**src/rtl/rtrs_pkg.sv**
```systemverilog
`default_nettype none
package rtrs_pkg;

  typedef struct packed {
    logic        req_type;
    logic [7:0]  key_byte;
    logic        key_final;
    logic [31:0] now_ms;
  } in_item_t;

  typedef struct packed {
    logic [1:0]  out_kind;
    logic        accepted;
    logic [31:0] pkt_word;
    logic [2:0]  word_bytes;
    logic        pkt_end;
    logic [1:0]  timer_cmd;
  } out_item_t;

  localparam logic [1:0] KIND_STATUS = 2'd0;
  localparam logic [1:0] KIND_WORD   = 2'd1;
  localparam logic [1:0] KIND_TIMER  = 2'd2;

  localparam logic [1:0] TMR_START   = 2'd1;
  localparam logic [1:0] TMR_RESTART = 2'd2;
  localparam logic [1:0] TMR_STOP    = 2'd3;

  localparam logic [1:0] REG_RED_EN  = 2'd0;
  localparam logic [1:0] REG_RED_PT  = 2'd1;
  localparam logic [1:0] REG_TXT_PT  = 2'd2;
  localparam logic [1:0] REG_SEQ     = 2'd3;

  localparam logic [7:0]  RTP_VER   = 8'h80;
  localparam logic [31:0] MAX_AGE   = 32'd16383;
  localparam logic [15:0] SEQ_RESET = 16'h9a81;
  localparam int unsigned MAX_RESULTS = 40;

endpackage
`default_nettype wire

```
**src/rtl/realtime_text_redundant_sender.sv**
```systemverilog
// Real-time text sender with redundancy. A key byte item is stored in a history ring memory
// and answered by one status item; a send (timer item, or final byte while silent) walks a
// sequencer that emits the RTP header, the RED block headers (when redundancy is on) and the
// text as 32-bit words and then a timer notice, or only a stop notice once the history is
// empty. The history memory is read one byte a cycle, while no word is waiting to leave,
// through a registered read port. One item is worked on at a time. At most 40 results leave
// per item.
`default_nettype none
module realtime_text_redundant_sender #(
  parameter int unsigned HIST_DEPTH  = 128,
  parameter int unsigned GENERATIONS = 3
) (
  input  wire                 clk_i,
  input  wire                 rst_ni,
  input  wire                 in_valid_i,
  output logic                in_ready_o,
  input  rtrs_pkg::in_item_t  in_data_i,
  output logic                out_valid_o,
  input  wire                 out_ready_i,
  output rtrs_pkg::out_item_t out_data_o,
  input  wire                 psel,
  input  wire                 penable,
  input  wire                 pwrite,
  input  wire  [3:0]          paddr,
  input  wire  [31:0]         pwdata,
  output logic [31:0]         prdata,
  output logic                pready
);
  import rtrs_pkg::*;

  localparam int unsigned AW = $clog2(HIST_DEPTH);
  localparam int unsigned GW = $clog2(GENERATIONS + 1);
  localparam int unsigned SUB_MAX = HIST_DEPTH / GENERATIONS;
  localparam int unsigned CW = $clog2(HIST_DEPTH + 1);
  localparam int unsigned RW = $clog2(MAX_RESULTS + 1);

  localparam logic [3:0] S_IDLE = 4'd0;
  localparam logic [3:0] S_KEY  = 4'd1;
  localparam logic [3:0] S_STAT = 4'd2;
  localparam logic [3:0] S_SEND = 4'd3;
  localparam logic [3:0] S_HDR  = 4'd4;
  localparam logic [3:0] S_RED  = 4'd5;
  localparam logic [3:0] S_TXT  = 4'd6;
  localparam logic [3:0] S_FLSH = 4'd7;
  localparam logic [3:0] S_TMR  = 4'd8;
  localparam logic [3:0] S_OUT  = 4'd9;
  localparam logic [3:0] S_FIN  = 4'd10;

  logic        red_en_q;
  logic [6:0]  red_pt_q, txt_pt_q;
  logic [15:0] seq_start_q, seq_q;

  logic [7:0]    hist_mem [HIST_DEPTH];
  logic [7:0]    hist_rd_q;
  logic [AW-1:0] bnd_q [GENERATIONS+1];
  logic [31:0]   stp_q [GENERATIONS+1];
  logic [GW-1:0] gen_q;
  logic          silent_q;
  logic [CW-1:0] sub_q;

  logic [3:0]    state_q;
  in_item_t      item_q;
  out_item_t     obuf_q;
  logic          ovalid_q;
  logic [RW-1:0] nres_q;

  logic [31:0]   acc_w_q;
  logic [2:0]    acc_n_q;
  logic [3:0]    hcnt_q;
  logic [GW-1:0] k_q, idx_q;
  logic [1:0]    rsub_q;
  logic [AW-1:0] rd_ptr_q;
  logic [CW-1:0] left_q;
  logic          rd_pend_q;
  logic          sent_q;
  logic [2:0]    bytes_left_tail;

  logic wr_cfg;
  assign pready = 1'b1;
  assign wr_cfg = psel && penable && pwrite;

  always_comb begin
    unique case (paddr[3:2])
      REG_RED_EN: prdata = {31'd0, red_en_q};
      REG_RED_PT: prdata = {25'd0, red_pt_q};
      REG_TXT_PT: prdata = {25'd0, txt_pt_q};
      default:    prdata = {16'd0, seq_start_q};
    endcase
  end

  assign in_ready_o  = (state_q == S_IDLE);
  assign out_valid_o = ovalid_q;
  assign out_data_o  = obuf_q;

  // ring arithmetic
  logic [AW-1:0] cur_pos, room;
  logic          key_ok;
  assign cur_pos = bnd_q[gen_q];
  assign room    = bnd_q[0] - AW'(1) - cur_pos;
  assign key_ok  = (room != '0) && (sub_q < CW'(SUB_MAX));

  logic [AW-1:0] len_plain, len_red;
  assign len_plain = bnd_q[gen_q] - bnd_q[gen_q - GW'(1)];
  assign len_red   = bnd_q[gen_q] - bnd_q[idx_q - GW'(1)];

  logic [31:0]   tdiff;
  logic [AW-1:0] blen;
  logic [15:0]   hw;
  assign tdiff = stp_q[gen_q] - stp_q[k_q];
  assign blen  = bnd_q[k_q] - bnd_q[k_q - GW'(1)];
  assign hw    = 16'((tdiff << 2) | (32'(blen) >> 8));

  logic [7:0] pt_byte;
  assign pt_byte = {silent_q, (red_en_q ? red_pt_q : txt_pt_q)};

  // byte to append this cycle
  logic       push;
  logic [7:0] push_b;
  logic       out_free;
  assign out_free = !ovalid_q || out_ready_i;
  assign bytes_left_tail = acc_n_q;

  always_comb begin
    push = 1'b0;
    push_b = 8'd0;
    unique case (state_q)
      S_HDR: begin
        push = 1'b1;
        unique case (hcnt_q)
          4'd0: push_b = RTP_VER;
          4'd1: push_b = pt_byte;
          4'd2: push_b = seq_q[15:8];
          4'd3: push_b = seq_q[7:0];
          4'd4: push_b = item_q.now_ms[31:24];
          4'd5: push_b = item_q.now_ms[23:16];
          4'd6: push_b = item_q.now_ms[15:8];
          4'd7: push_b = item_q.now_ms[7:0];
          default: push_b = 8'd0;
        endcase
      end
      S_RED: begin
        if (k_q == gen_q) begin
          push = 1'b1;
          push_b = {1'b0, txt_pt_q};
        end else if (tdiff <= MAX_AGE) begin
          push = 1'b1;
          unique case (rsub_q)
            2'd0: push_b = {1'b1, txt_pt_q};
            2'd1: push_b = hw[15:8];
            2'd2: push_b = hw[7:0];
            default: push_b = 8'(32'(blen));
          endcase
        end
      end
      S_TXT: begin
        push = rd_pend_q;
        push_b = hist_rd_q;
      end
      default: ;
    endcase
  end

  // a full word leaves only when another byte follows, so the flush marks the last one
  logic       wout;
  logic [31:0] wval;
  logic [2:0]  wcnt;
  logic        wlast;
  always_comb begin
    wout = 1'b0;
    wval = acc_w_q;
    wcnt = acc_n_q;
    wlast = 1'b0;
    if (state_q == S_FLSH && acc_n_q != 3'd0) begin
      wout = 1'b1;
      wlast = 1'b1;
    end else if (acc_n_q == 3'd4 && push) begin
      wout = 1'b1;
    end
  end

  logic key_wr, txt_adv;
  assign key_wr  = (state_q == S_KEY) && key_ok && out_free;
  assign txt_adv = (state_q == S_TXT) && !wout && (left_q != '0);

  logic ovalid_set;
  always_comb begin
    ovalid_set = 1'b0;
    unique case (state_q)
      S_STAT: ovalid_set = out_free;
      S_HDR, S_RED, S_TXT, S_FLSH: ovalid_set = wout && out_free && (nres_q < RW'(MAX_RESULTS));
      S_FIN: ovalid_set = out_free && (nres_q < RW'(MAX_RESULTS));
      default: ovalid_set = 1'b0;
    endcase
  end

  always_ff @(posedge clk_i) begin
    if (key_wr) begin
      hist_mem[cur_pos] <= item_q.key_byte;
    end
    if (txt_adv) begin
      hist_rd_q <= hist_mem[rd_ptr_q];
    end
  end

  always_ff @(posedge clk_i or negedge rst_ni) begin
    if (!rst_ni) begin
      ovalid_q <= 1'b0;
    end else if (ovalid_set) begin
      ovalid_q <= 1'b1;
    end else if (out_ready_i) begin
      ovalid_q <= 1'b0;
    end
  end

  always_ff @(posedge clk_i or negedge rst_ni) begin
    if (!rst_ni) begin
      red_en_q <= 1'b1;
      red_pt_q <= 7'd100;
      txt_pt_q <= 7'd98;
      seq_start_q <= SEQ_RESET;
      seq_q <= SEQ_RESET;
      for (int i = 0; i <= GENERATIONS; i++) begin
        bnd_q[i] <= '0;
        stp_q[i] <= '0;
      end
      gen_q <= GW'(1);
      silent_q <= 1'b1;
      sub_q <= '0;
      state_q <= S_IDLE;
      item_q <= '0;
      obuf_q <= '0;
      nres_q <= '0;
      acc_w_q <= '0;
      acc_n_q <= '0;
      hcnt_q <= '0;
      k_q <= '0;
      idx_q <= '0;
      rsub_q <= '0;
      rd_ptr_q <= '0;
      left_q <= '0;
      rd_pend_q <= 1'b0;
      sent_q <= 1'b0;
    end else begin
      if (wr_cfg) begin
        unique case (paddr[3:2])
          REG_RED_EN: red_en_q <= pwdata[0];
          REG_RED_PT: red_pt_q <= pwdata[6:0];
          REG_TXT_PT: txt_pt_q <= pwdata[6:0];
          default: begin
            seq_start_q <= pwdata[15:0];
            seq_q <= pwdata[15:0];
          end
        endcase
      end
      unique case (state_q)
        S_IDLE: begin
          if (in_valid_i) begin
            item_q <= in_data_i;
            nres_q <= '0;
            state_q <= in_data_i.req_type ? S_SEND : S_KEY;
          end
        end
        S_KEY: begin
          if (out_free) begin
            if (key_ok) begin
              bnd_q[gen_q] <= cur_pos + AW'(1);
            end
            if (item_q.key_final) sub_q <= '0;
            else if (key_ok) sub_q <= sub_q + CW'(1);
            obuf_q <= '{out_kind: KIND_STATUS, accepted: key_ok, pkt_word: 32'd0,
                        word_bytes: 3'd0, pkt_end: !(item_q.key_final && silent_q),
                        timer_cmd: 2'd0};
            sent_q <= item_q.key_final && silent_q;
            state_q <= S_STAT;
          end
        end
        S_STAT: begin
          if (out_free) begin
            nres_q <= nres_q + RW'(1);
            state_q <= sent_q ? S_SEND : S_IDLE;
          end
        end
        S_SEND: begin
          if (gen_q == GW'(GENERATIONS) && bnd_q[0] == bnd_q[GENERATIONS]) begin
            if (out_free) begin
              silent_q <= 1'b1;
              obuf_q <= '{out_kind: KIND_TIMER, accepted: 1'b0, pkt_word: 32'd0,
                          word_bytes: 3'd0, pkt_end: 1'b1, timer_cmd: TMR_STOP};
              state_q <= S_FIN;
            end
          end else begin
            stp_q[gen_q] <= item_q.now_ms;
            hcnt_q <= '0;
            acc_n_q <= '0;
            acc_w_q <= '0;
            k_q <= GW'(1);
            rsub_q <= '0;
            idx_q <= red_en_q ? GW'(1) : gen_q;
            state_q <= S_HDR;
          end
        end
        S_HDR, S_RED, S_TXT, S_FLSH: begin
          if (wout) begin
            if (out_free) begin
              if (nres_q < RW'(MAX_RESULTS)) begin
                obuf_q <= '{out_kind: KIND_WORD, accepted: 1'b0, pkt_word: wval,
                            word_bytes: wcnt, pkt_end: wlast, timer_cmd: 2'd0};
                nres_q <= nres_q + RW'(1);
              end
              acc_n_q <= '0;
              acc_w_q <= '0;
            end
          end else begin
            if (push) begin
              acc_w_q <= acc_w_q | (32'(push_b) << (5'd24 - {bytes_left_tail[1:0], 3'd0}));
              acc_n_q <= acc_n_q + 3'd1;
            end
            unique case (state_q)
              S_HDR: begin
                hcnt_q <= hcnt_q + 4'd1;
                if (hcnt_q == 4'd11) begin
                  seq_q <= seq_q + 16'd1;
                  state_q <= red_en_q ? S_RED : S_TXT;
                  if (!red_en_q) begin
                    rd_ptr_q <= bnd_q[gen_q - GW'(1)];
                    left_q <= CW'(len_plain);
                    rd_pend_q <= 1'b0;
                  end
                end
              end
              S_RED: begin
                if (k_q == gen_q) begin
                  rd_ptr_q <= bnd_q[idx_q - GW'(1)];
                  left_q <= CW'(len_red);
                  rd_pend_q <= 1'b0;
                  state_q <= S_TXT;
                end else if (tdiff <= MAX_AGE) begin
                  rsub_q <= rsub_q + 2'd1;
                  if (rsub_q == 2'd3) k_q <= k_q + GW'(1);
                end else begin
                  idx_q <= k_q + GW'(1);
                  k_q <= k_q + GW'(1);
                end
              end
              S_TXT: begin
                if (left_q != '0) begin
                  rd_ptr_q <= rd_ptr_q + AW'(1);
                  left_q <= left_q - CW'(1);
                  rd_pend_q <= 1'b1;
                end else begin
                  rd_pend_q <= 1'b0;
                  if (!rd_pend_q) state_q <= S_FLSH;
                end
              end
              default: state_q <= S_TMR;
            endcase
          end
        end
        S_TMR: begin
          if (out_free) begin
            if (gen_q < GW'(GENERATIONS)) begin
              gen_q <= gen_q + GW'(1);
              bnd_q[gen_q + GW'(1)] <= bnd_q[gen_q];
            end else begin
              for (int i = 0; i < GENERATIONS; i++) begin
                bnd_q[i] <= bnd_q[i+1];
                stp_q[i] <= stp_q[i+1];
              end
            end
            obuf_q <= '{out_kind: KIND_TIMER, accepted: 1'b0, pkt_word: 32'd0,
                        word_bytes: 3'd0, pkt_end: 1'b1,
                        timer_cmd: (silent_q ? TMR_START : TMR_RESTART)};
            silent_q <= 1'b0;
            state_q <= S_FIN;
          end
        end
        S_FIN: begin
          if (out_free) begin
            state_q <= S_OUT;
          end
        end
        S_OUT: begin
          state_q <= S_IDLE;
        end
        default: state_q <= S_IDLE;
      endcase
    end
  end

endmodule
`default_nettype wire

```
**config.mk**
```make
export PLATFORM = sky130hd
export DESIGN_NAME = realtime_text_redundant_sender
export DESIGN_NICKNAME = d
export VERILOG_FILES = /design/src/rtl/rtrs_pkg.sv /design/src/rtl/realtime_text_redundant_sender.sv
export SDC_FILE = /design/constraint.sdc
export NUM_CORES = 2
export LEC_CHECK = 0
export BUFFER_PORTS_ARGS = -buffer_cell sky130_fd_sc_hd__clkbuf_2
export CAP_MARGIN = 20
export CORE_MARGIN = 1.5
export CORE_UTILIZATION = 40
export CTS_BUF_LIST = sky130_fd_sc_hd__clkbuf_8
export DETAILED_ROUTE_END_ITERATION = 10
export SLEW_MARGIN = 10
export SYNTH_ARGS = -nofsm -noshare
export SYNTH_HDL_FRONTEND = slang
export SYNTH_SLANG_ARGS = --single-unit
```
**constraint.sdc**
```tcl
create_clock -name clk_i -period 7.5 [get_ports clk_i]
set_input_delay 0.75 -clock clk_i [delete_from_list [all_inputs] [get_ports clk_i]]
set_output_delay 0.75 -clock clk_i [all_outputs]
set_load 0.03 [all_outputs]
```
# Word-level counts from Yosys, hierarchy flattened
# Memories as Yosys holds them, arrays and structs flattened. A register that Yosys moved wholly into a read port is not among the register bits.
# Cells that the tools add are included.
dict set report word_totals {
  regBits 369
  latchBits 0
  ramBits 1024
  romBits 0
  in_bits 85
  out_inout_bits 76
  memories 1
}
dict set report op_classes {
  n_addsub 21
  mul 0
  div 0
  order_cmp 12
  eq_ne 57
  n_shift 1
  n_mux 150
  bitwise 10
  reduce_logical 60
}
# memory words word_bits rd rd_ports_with_merged_regs wr line
set memory_table {}
lappend memory_table {hist_mem 128 8 1 1 1 realtime_text_redundant_sender.sv:53} ;# logic [7:0] hist_mem [HIST_DEPTH];
# operator count
set op_table {}
lappend op_table {{2-to-1 mux 32 bit} 9}
lappend op_table {{2-to-1 mux 41 bit} 7}
lappend op_table {{2-to-1 mux 96 bit} 2}
lappend op_table {{one-hot mux 96 bit (2 select lines)} 1}
lappend op_table {{one-hot mux 41 bit (4 select lines)} 1}
lappend op_table {{binary-select mux 32 bit (select 2 bit)} 2}
lappend op_table {{bitwise mux 128 bit} 1}
lappend op_table {{2-to-1 mux 128 bit} 1}
lappend op_table {{2-to-1 mux 7 bit} 18}
lappend op_table {{2-to-1 mux 16 bit} 6}
lappend op_table {{2-to-1 mux 28 bit} 3}
lappend op_table {{one-hot mux 8 bit (3 select lines)} 3}
lappend op_table {{binary-select mux 7 bit (select 2 bit)} 5}
lappend op_table {{demux 32 bit (select 2 bit)} 1}
lappend op_table {{2-to-1 mux 8 bit} 8}
lappend op_table {{one-hot mux 32 bit (2 select lines)} 1}
lappend op_table {{one-hot mux 8 bit (8 select lines)} 1}
lappend op_table {{bitwise mux 28 bit} 2}
lappend op_table {{2-to-1 mux 4 bit} 14}
lappend op_table {{one-hot mux 28 bit (2 select lines)} 1}
lappend op_table {{one-hot mux 16 bit (3 select lines)} 1}
lappend op_table {{inequality test 2 bit (second input constant)} 23}
lappend op_table {{2-to-1 mux 2 bit} 21}
lappend op_table {{== test 4 x 3 -> 1 bit (second input constant)} 8}
lappend op_table {{other kinds (67)} 171}

# Depth between registers and ports, before layout
dict set report logic_depth {
  word_depth 16
  ltp_mapped 20
}

# Least setup slack after synthesis
# No wires, ideal clock.
dict set report synth_path {
  kind {reg-to-reg}
  start {reg gen_q[0]}
  end {reg hist_rd_q[0] (read register of hist_mem), enable pin}
  setup_time_ps 324
  arrival_time_ps 5174
  required_time_ps 7176
  slack_ps 2001
  stages_incl_launch_ff 18
  cell_sequence {dfstp_2 buf_2 clkbuf_1 buf_1 mux4_2 ha_1 o211ai_1 a21o_1 a211o_1 a211o_1 a2111oi_2 a211oi_1 nand4_2 nor3_4 nor4_2 buf_2 nand2_1 inv_1}
}
dict set report synth_between {
  elab_chain_cells 15
  elab_cells_between_ends 16
  classes_between {1 x add/sub; 1 x order compare; 1 x eq/ne; 8 x mux; 1 x bitwise; 4 x reduce/logical}
}
# element line
set synth_rtl {}
lappend synth_rtl {{from (decl)} realtime_text_redundant_sender.sv:57} ;# logic [GW-1:0] gen_q;
lappend synth_rtl {{from (signal assigned)} realtime_text_redundant_sender.sv:362} ;# gen_q <= gen_q + GW'(1);
lappend synth_rtl {{inverter 2 -> 3 bit (not written as such)} realtime_text_redundant_sender.sv:109} ;# assign tdiff = stp_q[gen_q] - stp_q[k_q];
lappend synth_rtl {{binary-select mux 32 bit (select 2 bit)} realtime_text_redundant_sender.sv:109}
lappend synth_rtl {{2-to-1 mux 32 bit (not written as such) (2 in a row)} realtime_text_redundant_sender.sv:109}
lappend synth_rtl {{subtractor 32 bit} realtime_text_redundant_sender.sv:109}
lappend synth_rtl {{<= comparator 32 x 14 -> 1 bit} realtime_text_redundant_sender.sv:145} ;# end else if (tdiff <= MAX_AGE) begin
lappend synth_rtl {{2-to-1 mux 1 bit} realtime_text_redundant_sender.sv:145}
lappend synth_rtl {{2-to-1 mux 1 bit (*)} realtime_text_redundant_sender.sv:142} ;# if (k_q == gen_q) begin
lappend synth_rtl {{one-hot mux 1 bit (3 select lines) (*)} realtime_text_redundant_sender.sv:126} ;# unique case (state_q)
lappend synth_rtl {{logical AND 1 bit (*)} realtime_text_redundant_sender.sv:176} ;# end else if (acc_n_q == 3'd4 && push) begin
lappend synth_rtl {{2-to-1 mux 1 bit (*)} realtime_text_redundant_sender.sv:176}
lappend synth_rtl {{2-to-1 mux 1 bit (*)} realtime_text_redundant_sender.sv:173} ;# if (state_q == S_FLSH && acc_n_q != 3'd0) begin
lappend synth_rtl {{logical NOT 1 bit (*)} realtime_text_redundant_sender.sv:183} ;# assign txt_adv = (state_q == S_TXT) && !wout && (left_q != '0);
lappend synth_rtl {{logical AND 1 bit (*) (2 in a row)} realtime_text_redundant_sender.sv:183}
lappend synth_rtl {{net txt_adv} realtime_text_redundant_sender.sv:181} ;# logic key_wr, txt_adv;
lappend synth_rtl {{to (decl)} realtime_text_redundant_sender.sv:54} ;# logic [7:0] hist_rd_q;
# Mark *: on every way through the listed nets, which the timed path passes. The rest lies on a longest branch. The select of a mux whose other input is x is not followed.
# A chain may end at the register's enable or synchronous reset.

# Worst setup path in the final report
dict set report layout_path {
  start {reg gen_q[0]}
  end {reg obuf_q, in the netlist out_data_o[36]}
}
dict set report layout_between {
  elab_chain_cells 14
  elab_cells_between_ends 18
  classes_between {1 x add/sub; 1 x order compare; 4 x eq/ne; 8 x mux; 1 x bitwise; 3 x reduce/logical}
}
# element line
set layout_rtl {}
lappend layout_rtl {{inverter 2 -> 3 bit (not written as such)} realtime_text_redundant_sender.sv:109}
lappend layout_rtl {{binary-select mux 32 bit (select 2 bit)} realtime_text_redundant_sender.sv:109}
lappend layout_rtl {{2-to-1 mux 32 bit (not written as such) (2 in a row)} realtime_text_redundant_sender.sv:109}
lappend layout_rtl {{subtractor 32 bit} realtime_text_redundant_sender.sv:109}
lappend layout_rtl {{<= comparator 32 x 14 -> 1 bit} realtime_text_redundant_sender.sv:145}
lappend layout_rtl {{2-to-1 mux 1 bit} realtime_text_redundant_sender.sv:145}
lappend layout_rtl {{2-to-1 mux 1 bit} realtime_text_redundant_sender.sv:142}
lappend layout_rtl {{one-hot mux 1 bit (3 select lines)} realtime_text_redundant_sender.sv:126}
lappend layout_rtl {{logical AND 1 bit} realtime_text_redundant_sender.sv:176}
lappend layout_rtl {{2-to-1 mux 1 bit} realtime_text_redundant_sender.sv:176}
lappend layout_rtl {{2-to-1 mux 1 bit} realtime_text_redundant_sender.sv:173}
lappend layout_rtl {{inequality test 2 bit (no line)} --}
lappend layout_rtl {{AND reduction 8 bit (no line) (*)} --}
lappend layout_rtl {{to (signal assigned)} realtime_text_redundant_sender.sv:270} ;# obuf_q <= '{out_kind: KIND_STATUS, accepted: key_ok, pkt_word: 32'd0,
lappend layout_rtl {{to (signal assigned)} realtime_text_redundant_sender.sv:287} ;# obuf_q <= '{out_kind: KIND_TIMER, accepted: 1'b0, pkt_word: 32'd0,
lappend layout_rtl {{to (signal assigned)} realtime_text_redundant_sender.sv:306} ;# obuf_q <= '{out_kind: KIND_WORD, accepted: 1'b0, pkt_word: wval,
lappend layout_rtl {{to (decl)} realtime_text_redundant_sender.sv:63} ;# out_item_t obuf_q;
# Every way passes the cells marked *; elsewhere a longest branch is shown, timed or not. The select of a mux whose other input is x is not followed.

==> impl_metrics.ini <==
[floorplan]
rows = 145
fp.dieH_um = 400
core_um2 = 156000
ios = 161
initial_core_util_pct = 40.3
dieArea_um2 = 160000
die_w_um = 400

[global_routing]
antenna_found_initial = 4
gr-total-overflow = 0
grt_max_degree = 142
grt_pass1_vias = 37600
track_usage_pct = 20.3
grt_pass1_wl_mm = 243

[placement]
port_buffers = 125
place_inst = 6051
hpwl_mm = 100
dp_slack_ns = 1.22
place_congestion = 0.888
dpl_cell_area_um2 = 65800

[worst_setup_path]
required_ns = 8.30
worstPathCellList = buf_12, mux4_2, ha_1, a21oi_1, o21a_1, nand2_1, nor3_1, o211ai_1, a2111oi_2, nand4_2, nor3_4, o21a_2, buf_4, o21ai_0
cpPeakStageDelay_ns = 1.01
endpoint_kind = register
cp-startpoint = gen_q[0]$_DFFE_PN1P_
crit_cells = 14
critPathLaunchType = register
r2r_slack_ns = 1.56
critPathMaxFanout = 71
criticalPathCategory = register to register
crit_buf_inv = 2
arrival_ns = 6.74
rr_startpoint = gen_q[0]$_DFFE_PN1P_
worst_path_dominant_cell_family = compound AO/OA/AOI/OAI gates
reg2reg_depth = 14
cp_slowest_cell = dfstp_4

[sta]
worst_pin_slew_ns = 1.17
fin_ws_ns = 1.56
rsz0062_at_grt = false
finClkSkew_ns = 0.0958
min_period_ns = 5.94
setup_viol = 0
post-route-period-util_pct = 79.2
hold_slack_ns = 0.0948
hold_viol = 0
report.final.slew_viol_count = 0
setup_tns_ns = 0
clock.fmax_mhz = 168
slew_headroom_pct = 21.6

[routing]
wl_mm = 162
viasPerCell = 5.77
drtIter0Drc = 3562
via_count = 37500
routedWlPerCell_um = 24.9
firstDrtPassIters = 6
drc_errors = 0
ant_nets = 0

[hold_path]
min_from = in_data_i[22]
hp-class = input port to register
holdPathStages = 2

[yosys]
synth_seq_area_share_pct = 64.0
synth_edf_count = 1032
yosysWarnings = 0
synth.avg_cell_area_um2 = 15.5
yosysTopAreaCell = edfxtp_1
synth-seq-cells = 1401
synth_top_flop_cell = edfxtp_1
ys_types = 84
synth.cell_area_um2 = 62900
synthTopCellsByArea = edfxtp_1 49%, mux4_2 16%, dfrtp_1 14%, nor2_1 2.1%, mux2_2 2.0%
yosysTopAreaCellShare_pct = 49.3
async_flop_share_pct = 26.3
synth_cells = 4056

[cts]
cts_resized = 0
cts_htree_levels = 4
clock_sinks = 1401
cts_setup_buffers = 0
cts_tree = yes
clock_path_buffers = 3
clk_latency_ns = 0.99
root_buffer = clkbuf_8
path_clk_slew_ns = 0.06
cts-buffers-inserted = 226

[outcome]
status = complete, no violations

[layout]
stdcell_count = 6508
drive_gt1_share_pct = 24.7
layout-area-overhead-vs-synth_pct = 12.2
fin_util_pct = 45.2
nFillCells = 13700
fin_nets = 4433
finalInstanceArea_um2 = 70600

[run]
max_cap_viol_count = 0

[power_and_ir_drop]
power_density_nw_per_um2 = 407
finalPower_mw = 28.8
p_leak_nw = 24.4
irDropWorstVdd_uv = 257
==> kinds of logic after synthesis <==
kind of cell / Yosys count / share of synthesized area, %
flip-flops: 1401 / 64.0
AND/OR/NAND/NOR: 882 / 6.12
AO/OA/AOI/OAI: 726 / 7.59
multiplexers: 560 / 17.8
buffers and inverters: 357 / 2.28
adder cells (fa/ha/maj): 74 / 1.52
XOR/XNOR: 54 / 0.752
other: 2 / 0.0119
==> per-layer routing <==
layer  share of wire [%]  global-route usage, %  routed length [um]
met3                 6.4                   3.78               10400
met4                 2.8                   6.82                4550
met2                  48                   31.9               77000
met5                   0                      0                   0
met1                  43                   28.5               70100
==> worst register-to-register path: cells and delay by family, from the launching register on <==
kind                     cells  cell delay, ns
buffers and inverters        2            0.83
AND/OR/NAND/NOR              4            1.24
adder cells (fa/ha/maj)      1            0.46
multiplexers                 1            0.54
flip-flops                   1            1.01
AO/OA/AOI/OAI                6            1.72
==> Yosys cell counts, types with 22 or more instances <==
cell      number
a22o_1        23
a221oi_1      26
edfxtp_1    1032
clkbuf_1     185
o21a_1        42
nand2_1      285
a21o_1        30
o21ai_0      147
a22oi_1      108
mux4_2       434
nor3_1        78
nor2_1       350
inv_1         91
xnor2_1       34
and3_1        23
dfrtp_1      348
nand3_1       41
mux2_2       110
buf_1         47
a21oi_1      191
ha_1          70
buf_4         22
==> layout make-up <==
cell class	instances	area [um^2]	share of cell area, %
Timing Repair Buffer	241	1730	2.45
Clock inverter	153	841	1.19
Multi-Input combinational cell	2313	21400	30.3
Sequential cell	1401	40300	57.1
Clock buffer	248	3410	4.84
Tap cell	2058	2570	3.65
Antenna cell	3	7.51	0.0106
Inverter	91	342	0.484
==> worst paths after layout <==
path | end
min reg2reg | seq_start_q[12]$_DFFE_PN1P_
max | out_data_o[36]$_DFFE_PN0P_
max in group asynchronous | seq_q[2]$_DFF_PN0_
min | item_q[22]$_DFFE_PN0P_
min in group asynchronous | item_q[39]$_DFFE_PN0P_
max reg2reg | out_data_o[36]$_DFFE_PN0P_
==> flip-flops by register name (all words and copies together) (netlist names), 16 cells and up <==
signal / count
hist_mem: 1024
stp_q: 128
item_q: 41
out_data_o: 41
acc_w_q: 32
bnd_q: 28
seq_q: 16
seq_start_q: 16
==> layout by cell type (no fill, tap or decap), drive strengths merged, types with 110 or more instances in the layout <==
cell type	count
a21oi	193
clkbuf	372
dfrtp	348
edfxtp	1032
inv	186
mux2	110
mux4	434
nand2	285
nor2	350
o21ai	155
==> power breakdown <==
group	leakage, nW	internal, mW	switching, mW
clock network	2.51	3.15	3.10
registers	13.8	9.90	1.39
logic	8.17	4.58	6.63
total	24.4	17.6	11.1
==> repair_timing <==
item | CTS | global route
setup endpoints to repair | 0 | 0
endpoints found under the hold margin | 167 | 0
hold buffers | 50 | 0
Note: power is estimated with default switching activity, not from simulation.
